**config.mk**
```make
export PLATFORM = sky130hd
export DESIGN_NAME = three_axis_scaled_moving_median_flat
export DESIGN_NICKNAME = d
export VERILOG_FILES = /design/src/rtl/tsmm_pkg.sv /design/src/rtl/tsmm_ifs.sv /design/src/rtl/tsmm_ram.sv /design/src/rtl/tsmm_mul.sv /design/src/rtl/tsmm_cmp.sv /design/src/rtl/three_axis_scaled_moving_median.sv /design/src/flat_wrapper.sv
export SDC_FILE = /design/constraint.sdc
export NUM_CORES = 2
export LEC_CHECK = 0
export BUFFER_PORTS_ARGS = -buffer_cell sky130_fd_sc_hd__buf_2
export CAP_MARGIN = 5
export CORE_MARGIN = 1.5
export CORE_UTILIZATION = 50
export CTS_BUF_LIST = sky130_fd_sc_hd__clkbuf_16
export DETAILED_ROUTE_END_ITERATION = 7
export PLACE_DENSITY = 0.66
export SKIP_LAST_GASP = 1
export SYNTH_ARGS = -nofsm -noshare
export SYNTH_HDL_FRONTEND = slang
export SYNTH_SLANG_ARGS = --single-unit
```
**constraint.sdc**
```tcl
create_clock -name i_clk -period 12.24 [get_ports i_clk]
set_input_delay 0.612 -clock i_clk [delete_from_list [all_inputs] [get_ports i_clk]]
set_output_delay 0.612 -clock i_clk [all_outputs]
set_load 0.02 [all_outputs]
```
**src/rtl/tsmm_pkg.sv**
```systemverilog
`default_nettype none
// ----------------------------------------------------------------------------
// tsmm_pkg
// Types, codes and constants shared by the scaled moving median block.
// ----------------------------------------------------------------------------
package tsmm_pkg;

    localparam int AXES      = 3;
    localparam int RAW_W     = 16;
    localparam int GAIN_W    = 32;
    localparam int DATA_W    = 48;
    localparam int CFG_IDX_W = 8;
    localparam int AXIS_W    = 2;

    localparam logic [AXIS_W-1:0] AXIS_X = 2'd0;
    localparam logic [AXIS_W-1:0] AXIS_Y = 2'd1;
    localparam logic [AXIS_W-1:0] AXIS_Z = 2'd2;

    localparam logic [GAIN_W-1:0] GAIN_RESET = 32'h0100_0000;  // 1.0 in Q8.24

    // configuration register indexes
    localparam logic [CFG_IDX_W-1:0] REG_SCALE_GAIN = 8'd0;
    localparam logic [CFG_IDX_W-1:0] REG_INITIAL_X  = 8'd1;
    localparam logic [CFG_IDX_W-1:0] REG_INITIAL_Y  = 8'd2;
    localparam logic [CFG_IDX_W-1:0] REG_INITIAL_Z  = 8'd3;

    // item kinds
    localparam logic KIND_SAMPLE = 1'b0;
    localparam logic KIND_REFILL = 1'b1;

    // one scaled vector, element AXIS_X/Y/Z
    typedef logic [AXES-1:0][DATA_W-1:0] t_vec;

    typedef struct packed {
        logic [AXES-1:0] less;
        logic [AXES-1:0] equal;
    } t_cmp_flags;

    typedef enum logic [3:0] {
        S_IDLE,
        S_FILL,
        S_MUL,
        S_WRITE,
        S_CAND,
        S_LOAD,
        S_SCAN,
        S_EVAL,
        S_DONE
    } t_state;

endpackage
`default_nettype wire

```
**src/rtl/tsmm_ifs.sv**
```systemverilog
`default_nettype none
// ----------------------------------------------------------------------------
// tsmm channel interfaces
// Sample input, configuration write and median result channels.
// ----------------------------------------------------------------------------
interface tsmm_in_if import tsmm_pkg::*; ();
    logic                    valid;
    logic                    ready;
    logic                    kind;
    logic signed [RAW_W-1:0] raw_x;
    logic signed [RAW_W-1:0] raw_y;
    logic signed [RAW_W-1:0] raw_z;

    modport source (output valid, kind, raw_x, raw_y, raw_z, input ready);
    modport sink   (input valid, kind, raw_x, raw_y, raw_z, output ready);
endinterface

interface tsmm_cfg_if import tsmm_pkg::*; ();
    logic                 valid;
    logic                 ready;
    logic [CFG_IDX_W-1:0] index;
    logic [DATA_W-1:0]    data;

    modport source (output valid, index, data, input ready);
    modport sink   (input valid, index, data, output ready);
endinterface

interface tsmm_out_if import tsmm_pkg::*; ();
    logic                     valid;
    logic                     ready;
    logic signed [DATA_W-1:0] median_x;
    logic signed [DATA_W-1:0] median_y;
    logic signed [DATA_W-1:0] median_z;

    modport source (output valid, median_x, median_y, median_z, input ready);
    modport sink   (input valid, median_x, median_y, median_z, output ready);
endinterface
`default_nettype wire

```
**src/rtl/tsmm_ram.sv**
```systemverilog
`default_nettype none
// ----------------------------------------------------------------------------
// tsmm_ram
// Generic single write port, single read port RAM with registered read.
// ----------------------------------------------------------------------------
module tsmm_ram #(
    parameter int WIDTH = 8,
    parameter int DEPTH = 4
) (
    input  wire logic                                       i_clk,
    input  wire logic                                       i_we,
    input  wire logic [$clog2((DEPTH > 1) ? DEPTH : 2)-1:0] i_waddr,
    input  wire logic [WIDTH-1:0]                           i_wdata,
    input  wire logic [$clog2((DEPTH > 1) ? DEPTH : 2)-1:0] i_raddr,
    output logic      [WIDTH-1:0]                           o_rdata
);
    logic [WIDTH-1:0] r_mem [DEPTH];

    always_ff @(posedge i_clk) begin
        if (i_we) begin
            r_mem[i_waddr] <= i_wdata;
        end
        o_rdata <= r_mem[i_raddr];
    end
endmodule
`default_nettype wire

```
**src/rtl/tsmm_mul.sv**
```systemverilog
`default_nettype none
// ----------------------------------------------------------------------------
// tsmm_mul
// Shared gain multiplier: signed raw reading times unsigned Q8.24 gain.
// ----------------------------------------------------------------------------
module tsmm_mul import tsmm_pkg::*; (
    input  wire logic signed [RAW_W-1:0]  i_raw,
    input  wire logic        [GAIN_W-1:0] i_gain,
    output logic             [DATA_W-1:0] o_product
);
    logic signed [RAW_W+GAIN_W:0] full;

    // 16x33 signed product always fits in 48 bits
    assign full      = i_raw * $signed({1'b0, i_gain});
    assign o_product = full[DATA_W-1:0];
endmodule
`default_nettype wire

```
**src/rtl/tsmm_cmp.sv**
```systemverilog
`default_nettype none
// ----------------------------------------------------------------------------
// tsmm_cmp
// Per-axis signed compare of one window entry against the rank candidate.
// ----------------------------------------------------------------------------
module tsmm_cmp import tsmm_pkg::*; (
    input  wire t_vec       i_cand,
    input  wire t_vec       i_entry,
    output t_cmp_flags      o_flags
);
    always_comb begin
        for (int a = 0; a < AXES; a++) begin
            o_flags.less[a]  = $signed(i_entry[a]) < $signed(i_cand[a]);
            o_flags.equal[a] = i_entry[a] == i_cand[a];
        end
    end
endmodule
`default_nettype wire

```
**src/rtl/three_axis_scaled_moving_median.sv**
```systemverilog
`default_nettype none
// ----------------------------------------------------------------------------
// three_axis_scaled_moving_median
// Scales a three-axis sample by a Q8.24 gain, stores it in a circular window
// and returns the per-axis element of rank WINDOW_SIZE/2.
// ----------------------------------------------------------------------------
// Sample item: three multiply steps (one per axis), one window write, then per rank
// candidate a candidate read, a load, a scan of every window entry and an evaluation.
// The next item is accepted only back in idle; a result still waiting holds
// the block in its last state. Refill item: initial vector to every entry, no result.
// Synchronous active-low reset: gain 1.0, initial vector zero, position zero,
// all window entries read as zero until written (per-entry valid bits).
module three_axis_scaled_moving_median import tsmm_pkg::*; #(
    parameter int WINDOW_SIZE = 5
) (
    input  wire logic   i_clk,
    input  wire logic   i_rst_n,
    tsmm_in_if.sink     i_in,
    tsmm_cfg_if.sink    i_cfg,
    tsmm_out_if.source  o_res
);
    localparam int IDX_W = (WINDOW_SIZE > 1) ? $clog2(WINDOW_SIZE) : 1;
    localparam int CNT_W = $clog2(WINDOW_SIZE + 1);
    localparam logic [IDX_W-1:0] IDX_LAST = IDX_W'(WINDOW_SIZE - 1);
    localparam logic [CNT_W:0]   RANK     = (CNT_W+1)'(WINDOW_SIZE / 2);

    t_state r_state, n_state;

    logic [GAIN_W-1:0]       r_gain;
    t_vec                    r_init;
    logic signed [RAW_W-1:0] r_raw [AXES];
    logic [AXIS_W-1:0]       r_axis;
    t_vec                    r_scaled;
    logic [IDX_W-1:0]        r_pos;
    logic [IDX_W-1:0]        r_i;
    logic [IDX_W-1:0]        r_j;
    logic [WINDOW_SIZE-1:0]  r_valid;
    logic                    r_rd_vld;
    t_vec                    r_cand;
    t_vec                    r_res;
    logic [CNT_W-1:0]        r_less  [AXES];
    logic [CNT_W-1:0]        r_equal [AXES];
    t_vec                    r_med;
    logic                    r_out_valid;

    logic              mem_we;
    logic [IDX_W-1:0]  mem_waddr;
    t_vec              mem_wdata;
    logic [IDX_W-1:0]  mem_raddr;
    t_vec              mem_rdata;
    t_vec              entry;
    t_cmp_flags        flags;
    logic [DATA_W-1:0] product;
    logic              out_load;

    tsmm_ram #(
        .WIDTH ($bits(t_vec)),
        .DEPTH (WINDOW_SIZE)
    ) u_window (
        .i_clk   (i_clk),
        .i_we    (mem_we),
        .i_waddr (mem_waddr),
        .i_wdata (mem_wdata),
        .i_raddr (mem_raddr),
        .o_rdata (mem_rdata)
    );

    tsmm_mul u_mul (
        .i_raw     (r_raw[r_axis]),
        .i_gain    (r_gain),
        .o_product (product)
    );

    // entries never written since reset read as zero
    assign entry = r_rd_vld ? mem_rdata : '0;

    tsmm_cmp u_cmp (
        .i_cand  (r_cand),
        .i_entry (entry),
        .o_flags (flags)
    );

    assign i_in.ready     = (r_state == S_IDLE);
    assign i_cfg.ready    = 1'b1;
    assign o_res.valid    = r_out_valid;
    assign o_res.median_x = r_med[AXIS_X];
    assign o_res.median_y = r_med[AXIS_Y];
    assign o_res.median_z = r_med[AXIS_Z];

    always_ff @(posedge i_clk) begin
        if (!i_rst_n) begin
            r_state <= S_IDLE;
        end else begin
            r_state <= n_state;
        end
    end

    always_comb begin
        n_state   = r_state;
        mem_we    = 1'b0;
        mem_waddr = r_pos;
        mem_wdata = r_scaled;
        mem_raddr = '0;
        out_load  = 1'b0;
        case (r_state)
            S_IDLE: begin
                if (i_in.valid) begin
                    n_state = (i_in.kind == KIND_REFILL) ? S_FILL : S_MUL;
                end
            end
            S_FILL: begin
                mem_we    = 1'b1;
                mem_waddr = r_i;
                mem_wdata = r_init;
                if (r_i == IDX_LAST) begin
                    n_state = S_IDLE;
                end
            end
            S_MUL: begin
                if (r_axis == AXIS_Z) begin
                    n_state = S_WRITE;
                end
            end
            S_WRITE: begin
                mem_we  = 1'b1;
                n_state = S_CAND;
            end
            S_CAND: begin
                mem_raddr = r_i;
                n_state   = S_LOAD;
            end
            S_LOAD: begin
                mem_raddr = '0;
                n_state   = S_SCAN;
            end
            S_SCAN: begin
                if (r_j == IDX_LAST) begin
                    n_state = S_EVAL;
                end else begin
                    mem_raddr = r_j + 1'b1;
                end
            end
            S_EVAL: begin
                n_state = (r_i == IDX_LAST) ? S_DONE : S_CAND;
            end
            S_DONE: begin
                if (!r_out_valid || o_res.ready) begin
                    out_load = 1'b1;
                    n_state  = S_IDLE;
                end
            end
            default: begin
                n_state = S_IDLE;
            end
        endcase
    end

    // configuration registers and control state
    always_ff @(posedge i_clk) begin
        if (!i_rst_n) begin
            r_gain      <= GAIN_RESET;
            r_init      <= '0;
            r_pos       <= '0;
            r_valid     <= '0;
            r_out_valid <= 1'b0;
            r_axis      <= AXIS_X;
            r_i         <= '0;
            r_j         <= '0;
        end else begin
            if (i_cfg.valid) begin
                case (i_cfg.index)
                    REG_SCALE_GAIN: r_gain         <= i_cfg.data[GAIN_W-1:0];
                    REG_INITIAL_X:  r_init[AXIS_X] <= i_cfg.data;
                    REG_INITIAL_Y:  r_init[AXIS_Y] <= i_cfg.data;
                    REG_INITIAL_Z:  r_init[AXIS_Z] <= i_cfg.data;
                    default: ;
                endcase
            end

            if (out_load) begin
                r_out_valid <= 1'b1;
            end else if (o_res.ready) begin
                r_out_valid <= 1'b0;
            end

            case (r_state)
                S_IDLE: begin
                    r_axis <= AXIS_X;
                    r_i    <= '0;
                end
                S_FILL: begin
                    r_valid[r_i] <= 1'b1;
                    r_i          <= r_i + 1'b1;
                    if (r_i == IDX_LAST) begin
                        r_pos <= '0;
                    end
                end
                S_MUL: begin
                    r_axis <= r_axis + 1'b1;
                end
                S_WRITE: begin
                    r_valid[r_pos] <= 1'b1;
                    r_pos          <= (r_pos == IDX_LAST) ? '0 : r_pos + 1'b1;
                end
                S_LOAD: begin
                    r_j <= '0;
                end
                S_SCAN: begin
                    r_j <= r_j + 1'b1;
                end
                S_EVAL: begin
                    r_i <= r_i + 1'b1;
                end
                default: ;
            endcase
        end
    end

    // datapath registers
    always_ff @(posedge i_clk) begin
        r_rd_vld <= r_valid[mem_raddr];

        if (r_state == S_IDLE && i_in.valid) begin
            r_raw[AXIS_X] <= i_in.raw_x;
            r_raw[AXIS_Y] <= i_in.raw_y;
            r_raw[AXIS_Z] <= i_in.raw_z;
        end

        if (r_state == S_MUL) begin
            r_scaled[r_axis] <= product;
        end

        if (r_state == S_LOAD) begin
            r_cand <= entry;
            for (int a = 0; a < AXES; a++) begin
                r_less[a]  <= '0;
                r_equal[a] <= '0;
            end
        end

        if (r_state == S_SCAN) begin
            for (int a = 0; a < AXES; a++) begin
                r_less[a]  <= r_less[a]  + CNT_W'(flags.less[a]);
                r_equal[a] <= r_equal[a] + CNT_W'(flags.equal[a]);
            end
        end

        // any candidate holding the median rank carries the median value
        if (r_state == S_EVAL) begin
            for (int a = 0; a < AXES; a++) begin
                if ({1'b0, r_less[a]} <= RANK &&
                    RANK < ({1'b0, r_less[a]} + {1'b0, r_equal[a]})) begin
                    r_res[a] <= r_cand[a];
                end
            end
        end

        if (out_load) begin
            r_med <= r_res;
        end
    end
endmodule
`default_nettype wire
```
**src/flat_wrapper.sv**
```systemverilog
// flat-port wrapper written by rule: the top's interface ports become plain ports
module three_axis_scaled_moving_median_flat import tsmm_pkg::*;
#(
    parameter int WINDOW_SIZE = 5
)
  (i_clk, i_rst_n, i_in_valid, i_in_kind, i_in_raw_x, i_in_raw_y, i_in_raw_z, i_in_ready, i_cfg_valid, i_cfg_index, i_cfg_data, i_cfg_ready, o_res_valid, o_res_median_x, o_res_median_y, o_res_median_z, o_res_ready);
  tsmm_in_if i_in_i ();
  tsmm_cfg_if i_cfg_i ();
  tsmm_out_if o_res_i ();
  input  wire logic i_clk;
  input  wire logic i_rst_n;
  input wire logic [$bits(i_in_i.valid)-1:0] i_in_valid;
  input wire logic [$bits(i_in_i.kind)-1:0] i_in_kind;
  input wire logic [$bits(i_in_i.raw_x)-1:0] i_in_raw_x;
  input wire logic [$bits(i_in_i.raw_y)-1:0] i_in_raw_y;
  input wire logic [$bits(i_in_i.raw_z)-1:0] i_in_raw_z;
  output wire logic [$bits(i_in_i.ready)-1:0] i_in_ready;
  input wire logic [$bits(i_cfg_i.valid)-1:0] i_cfg_valid;
  input wire logic [$bits(i_cfg_i.index)-1:0] i_cfg_index;
  input wire logic [$bits(i_cfg_i.data)-1:0] i_cfg_data;
  output wire logic [$bits(i_cfg_i.ready)-1:0] i_cfg_ready;
  output wire logic [$bits(o_res_i.valid)-1:0] o_res_valid;
  output wire logic [$bits(o_res_i.median_x)-1:0] o_res_median_x;
  output wire logic [$bits(o_res_i.median_y)-1:0] o_res_median_y;
  output wire logic [$bits(o_res_i.median_z)-1:0] o_res_median_z;
  input wire logic [$bits(o_res_i.ready)-1:0] o_res_ready;
  assign i_in_i.valid = i_in_valid;
  assign i_in_i.kind = i_in_kind;
  assign i_in_i.raw_x = i_in_raw_x;
  assign i_in_i.raw_y = i_in_raw_y;
  assign i_in_i.raw_z = i_in_raw_z;
  assign i_in_ready = i_in_i.ready;
  assign i_cfg_i.valid = i_cfg_valid;
  assign i_cfg_i.index = i_cfg_index;
  assign i_cfg_i.data = i_cfg_data;
  assign i_cfg_ready = i_cfg_i.ready;
  assign o_res_valid = o_res_i.valid;
  assign o_res_median_x = o_res_i.median_x;
  assign o_res_median_y = o_res_i.median_y;
  assign o_res_median_z = o_res_i.median_z;
  assign o_res_i.ready = o_res_ready;
  three_axis_scaled_moving_median #(.WINDOW_SIZE(WINDOW_SIZE)) u_core (.i_clk(i_clk), .i_rst_n(i_rst_n), .i_in(i_in_i), .i_cfg(i_cfg_i), .o_res(o_res_i));
endmodule
```
After elaboration in Yosys (flattened, before gate mapping). Memories as Yosys holds them, arrays and structs flattened. A register that Yosys moved wholly into a read port is not among the register bits. Cells that the tools add are included.

RAM bits: 786. Register bits: 774. Memories: 4.

Bitwise operators: 8. Equal/unequal tests: 23. Reductions and logical operators: 27. Add/subtract/negate cells: 13. Magnitude comparators: 16. Mux-type cells: 50. Multipliers: 1.

Memories: u_core.u_window.r_mem (words 5, width 144, rd ports 1, clocked after Yosys merged registers in 1, wr ports 1, RTL line tsmm_ram.sv:17) `logic [WIDTH-1:0] r_mem [DEPTH];`; u_core.r_raw (words 3, width 16, rd ports 1, clocked after Yosys merged registers in 1, wr ports 3, RTL line three_axis_scaled_moving_median.sv:31) `logic signed [RAW_W-1:0] r_raw [AXES];`; u_core.r_equal (words 3, width 3, rd ports 3, clocked after Yosys merged registers in 0, wr ports 3, RTL line three_axis_scaled_moving_median.sv:42) `logic [CNT_W-1:0] r_equal [AXES];`; u_core.r_less (words 3, width 3, rd ports 3, clocked after Yosys merged registers in 0, wr ports 3, RTL line three_axis_scaled_moving_median.sv:41) `logic [CNT_W-1:0] r_less [AXES];`.

Operators with widths (number): $mux W144 (2); $bwmux W144 (1); $eq A48 B48 Y1 (3); $lt A48 B48 Y1 (3); $demux W48 S2 (1); $mul A16 B33 Y48 (1); $mux W48 (1); $pmux W4 S9 (1); $mux W3 (10); $mux W4 (6); $pmux W3 S2 (4); $add A3 B1 Y3 (6); $eq A4 B3 Y1 const B (4); $eq A8 B2 Y1 const B (2); $mux W1 (16); $reduce_and A2 Y1 (8); $add A3 B3 Y4 (3); $lt A2 B4 Y1 const A (3); $lt A3 B4 Y1 const B (3); $or A5 B5 Y5 (2); $pmux W5 S2 (1); $reduce_bool A2 Y1 (5); $add A3 B1 Y3 const B (3); $eq A3 B3 Y1 const B (3); other kinds (24) (46).

Depth between registers and ports, before layout.
Depth in word-level cells: 6. Gate-level depth with buffers: 29. Gate-level depth less buffers: 26.

Hierarchy. From an unflattened synthesis, not the netlist that was laid out.

Cells, all modules: 6221. Area total of the unflattened synthesis: 82615.5 µm².

By module, submodules not included: tsmm_ram (area each 31242.5 µm², instances 1, sequential area each 24503.5 µm², cells an instance 1687); three_axis_scaled_moving_median (area each 30828.3 µm², instances 1, sequential area each 23282.3 µm², cells an instance 2036); tsmm_mul (area each 16767.3 µm², instances 1, sequential area each 0.0 µm², cells an instance 1966); tsmm_cmp (area each 3777.4 µm², instances 1, sequential area each 0.0 µm², cells an instance 532).

Worst setup path before layout. Ideal clock, no wire load.

Kind: reg2reg. Start: mem u_core.r_less[0][6] in the netlist's numbering. End: reg u_core.r_res[100] in the netlist's numbering, enable pin. Data arrival time: 8.747 ns. Library setup time: 0.711 ns. Slack: 2.782 ns. Cell stages (with the launch flop): 7. Buffers on the path: 0. Required time: 11.529 ns. Path through: edfxtp_1 > ha_1 > inv_1 > fa_1 > nor2b_1 > nor3_1 > a2111oi_0.

RTL lines: start, declared (RTL line three_axis_scaled_moving_median.sv:41); end signal, assigned by index (RTL line three_axis_scaled_moving_median.sv:253) `r_res[a] <= r_cand[a];`; end, declared (RTL line three_axis_scaled_moving_median.sv:40) `t_vec r_res;`.

==> summary.md <==
| Metric | Value |
|---|---|
| Status | `completed` |
| Core Box Area | `163000 sq um` |
| Total GRT Usage | `24.2%` |
| Layout Utilization | `a little under three fifths` |
| Fin. Hold Viols | `0` |
| Worst r2r path cells | `23` |
| Worst min-delay path class | `input port to flip-flop` |
| Met1 Use GR | `32.2%` |
| Detail Route Antenna Nets | `0` |
| Predominant post-synthesis flop cell | `edfxtp_1` |
| H-tree depth | `4` |
| Die area | `166000 sq um` |
| CTS Buf Count | `172` |
| CTS tree | `built` |
| Area growth syn-to-layout | `11.4%` |
| Cells along the critical path | `mux2i_1 > o21ai_4 > nand2_1 > fa_1 > fa_1 > fa_1 > inv_1 > fa_1 > fa_1 > inv_1 > fa_1 > inv_1 > ha_1 > a21o_1 > a21oi_1 > nor2b_1 > o211ai_1 > a21oi_1 > a31oi_1 > o2111ai_1 > a31oi_1 > o21ai_0 > xor2_1` |
| RSZ-0062 raised after global routing | `no` |
| Layout cells sized above 1 | `8.60%` |
| Seq cells post-synth | `1706` |
| Die H | `408 microns` |
| Post-CTS Setup Bufs | `0` |
| P_leak | `36.8 nW` |
| Vias/cell | `~5.3` |
| Cell variety after synth | `between 70 and 80` |
| Die X | `approximately 410 microns` |
| Highest-count cells in the layout ignoring fill and taps | `nand2_1 (1986), edfxtp_1 (1362), inv_1 (741)` |
| Syn_nets | `7975` |
| Worst path slowest cell | `dfxtp_1` |
| Highest Clock Rate | `~0.12 GHz` |
| First-pass GRT wire length | `307000 microns` |
| DR WL/cell | `20.7 microns` |
| R2R Path End | `u_core.r_scaled[46]$_DFFE_PP_` |
| Setup Crit Path Kind | `flip-flop to flip-flop` |
| Clk_lat worst skew | `820 ps` |
| Multi-input gate area | `30200 sq um` |
| Max-Slew Margin vs Limit | `18.6%` |
| Final period utilization | `67.4%` |
| GPL Wtd Cong | `0.930` |
| Worst-margin pin slew | `~1200 ps` |
| Seq. cell area | `47800 sq um` |
| Sink Count | `1706` |
| Syn Area/Cell | `11.5 sq um` |
| Vias after detailed routing | `51.6k` |
| Io pins | `257` |
| Sequential element share of the synthesized area | `58.4%` |
| Min-Delay Endpoint | `u_core.r_init[134]$_SDFFE_PN0P_` |
| PwrDens | `~180 nW/um^2` |
| Slew Limit Fails | `0` |
| Cell row count | `148` |
| HP Start | `i_cfg_data[38]` |
| Worst Path Buf+Inv | `3` |
| HPWL after DPL | `around 130000 microns` |
| Commonest non-fill, non-tap cell in the layout | `nand2_1` |
| CP startpoint kind | `flip-flop` |
| Crit path time final | `8250 ps` |
| Mapped Cells | `7121` |
| FF-to-FF setup slack | `3990 ps` |
| Hold_buf cts | `48` |
| Starting Density | `50.4%` |
| Worst-path fanout max | `32` |
| Final WL | `about 200000 microns` |
| CP max stage delay | `1000 ps` |
| FILL cells | `13.5k` |
| Met3 Use GR | `4.56%` |
| DRC | `0` |
| M2 GR Usage | `between 30% and 40%` |
| Clock slew at reported path FFs | `60 ps` |
| Busiest layer in global routing | `met2` |
| Top delay family on crit path | `adder cells` |
| GRT Residual Overflow | `0` |
| Worst Setup End Kind | `flip-flop` |
| Req. time, crit path | `12790 ps` |
| Worst EP arrival | `8790 ps` |
| Initial drt markers | `~4.5k` |
| Vias in the first global route | `between 50k and 60k` |
| 1st-pass router iterations | `6` |
| Ys async rst share | `0%` |
| Clock root cell | `clkbuf_16` |
| Largest net degree at the start of global routing | `207` |
| Cell count of the worst hold path | `3` |
| Initial antenna violation count | `32` |
| Number of port buffers | `~260` |
| Mapped cell area | `81900 sq um` |
| Setup TNS | `0 ps` |
| EDFF count, synth | `1362` |
| Resized Gates After CTS | `0` |
| Max-Cap Viols | `0` |
| Worst VDD drop | `0.172 mV` |
| Yosys warnings | `0` |
| Clock skew | `29.5 ps` |
| Final setup fails | `0` |
| Nets | `8188` |
| CTS max path bufs | `3` |
| Cell repeated most along the worst path | `fa_1` |
## cell families (layout without fill, tap and decap cells)
| logic type | count (synthesis) | after routing | synth area share [%] |
|---|---|---|---|
| muxes | 21 | 21 | 0.258 |
| adders and majority gates | 744 | 744 | 15.2 |
| and+or+nand+nor | 2788 | 2788 | 14.7 |
| DFF | 1706 | 1706 | 58.4 |
| AOI/OAI and AO/OA | 784 | 784 | 5.91 |
| xor gates and xnor gates | 51 | 51 | 0.546 |
| other | 1 | 14 | 0.00458 |
| buffers and inverters | 1026 | 1390 | 5.02 |
## through the flow
step,total power [mW],hold WS [ps],instance area [sq um],instances,setup WS [ps]
final,16.4,80.8,91200,9673,3990
after global routing,17.2,51.4,91200,9665,3440
after CTS,16.5,16.0,91200,9660,3990
after detailed placement,11.4,405,85200,9287,4050
after global placement,11.4,402,85200,9287,4160
after floorplan,10.0,400,81900,7121,2780
## layout make-up
type                    count  share of cell area, %
diodes                     13                 0.0357
well taps                2175                   2.98
clock inverters           148                   1.17
multi-input cells        4389                   33.1
clock buffers             177                   4.86
inverters                 687                   2.83
repair buffers            378                   2.59
flip-flops and latches   1706                   52.4
## layer usage
layer | part of all wire [%] | wire length (microns) | up-vias
met2 | 47 | 94900 | 1778
met5 | 0.045 | 90 | -
met3 | 7.7 | 15400 | 409
li1 | - | - | 23960
met1 | 41 | 82600 | 25433
met4 | 3.5 | 7100 | 14
## how the worst max path moves through the flow
stage,start,end,slack (ps),cells past startpoint
6_report,flip-flop,u_core.r_scaled[46]$_DFFE_PP_,3990,23
4_1_cts,flip-flop,u_core.r_scaled[46]$_DFFE_PP_,3990,23
3_5_place_dp,flip-flop,u_core.r_scaled[94]$_DFFE_PP_,4050,23
5_1_grt,flip-flop,u_core.r_scaled[46]$_DFFE_PP_,3440,23
2_1_floorplan,u_core.r_less[0][6]$_SDFFCE_PN0N_,u_core.r_res[100]$_DFFE_PP_,2780,6
3_3_place_gp,flip-flop,u_core.r_scaled[142]$_DFFE_PP_,4160,23
## worst min-delay path: cells and delay by family
kind                   cells  cell delay, ps
AOI/OAI and AO/OA          1              60
buffers and inverters      1             120
and+or+nand+nor            1              50
## Yosys cell counts (56+ instances only)
cell | number | share of area [%]
a21boi_0 | 160 | 1.5
edfxtp_1 | 1362 | 50
nand3_1 | 173 | 1.1
ha_1 | 323 | 4.9
dfxtp_1 | 344 | 8.4
o21ai_0 | 84 | 0.51
nor2_1 | 97 | 0.44
and2_1 | 331 | 2.5
a21o_1 | 63 | 0.58
inv_1 | 687 | 3.1
fa_1 | 421 | 10
nand2_1 | 1988 | 9.1
o21ai_1 | 270 | 1.7
clkbuf_1 | 258 | 1.2
a21oi_1 | 92 | 0.56
nor2b_1 | 56 | 0.43
## sequential cells by signal, indices dropped and copies added, names as in the netlist, named ones only
name                     flops
u_core.r_i                   3
u_core.u_window.r_mem      720
u_core.r_equal               9
u_core.u_window.o_rdata    144
u_core.r_less                9
u_core.r_gain               32
u_core.r_init              144
u_core.o_res.valid           1
u_core.r_rd_vld              1
u_core.r_valid               5
u_core.o_res.median_x       48
u_core.r_cand              144
u_core.r_pos                 3
u_core.r_j                   3
u_core.r_state               4
u_core.o_res.median_y       48
u_core.r_res               144
u_core.o_res.median_z       48
u_core.r_raw                48
u_core.r_scaled            144
u_core.r_axis                2
## report_power, final
part | internal [mW] | total [mW] | switching [mW]
combinational | 1.11 | 3.92 | 2.81
clock | 2.87 | 5.08 | 2.22
sequential | 7.26 | 7.45 | 0.189
total | 11.2 | 16.4 | 5.22
Power figures use the tool's default switching activity.
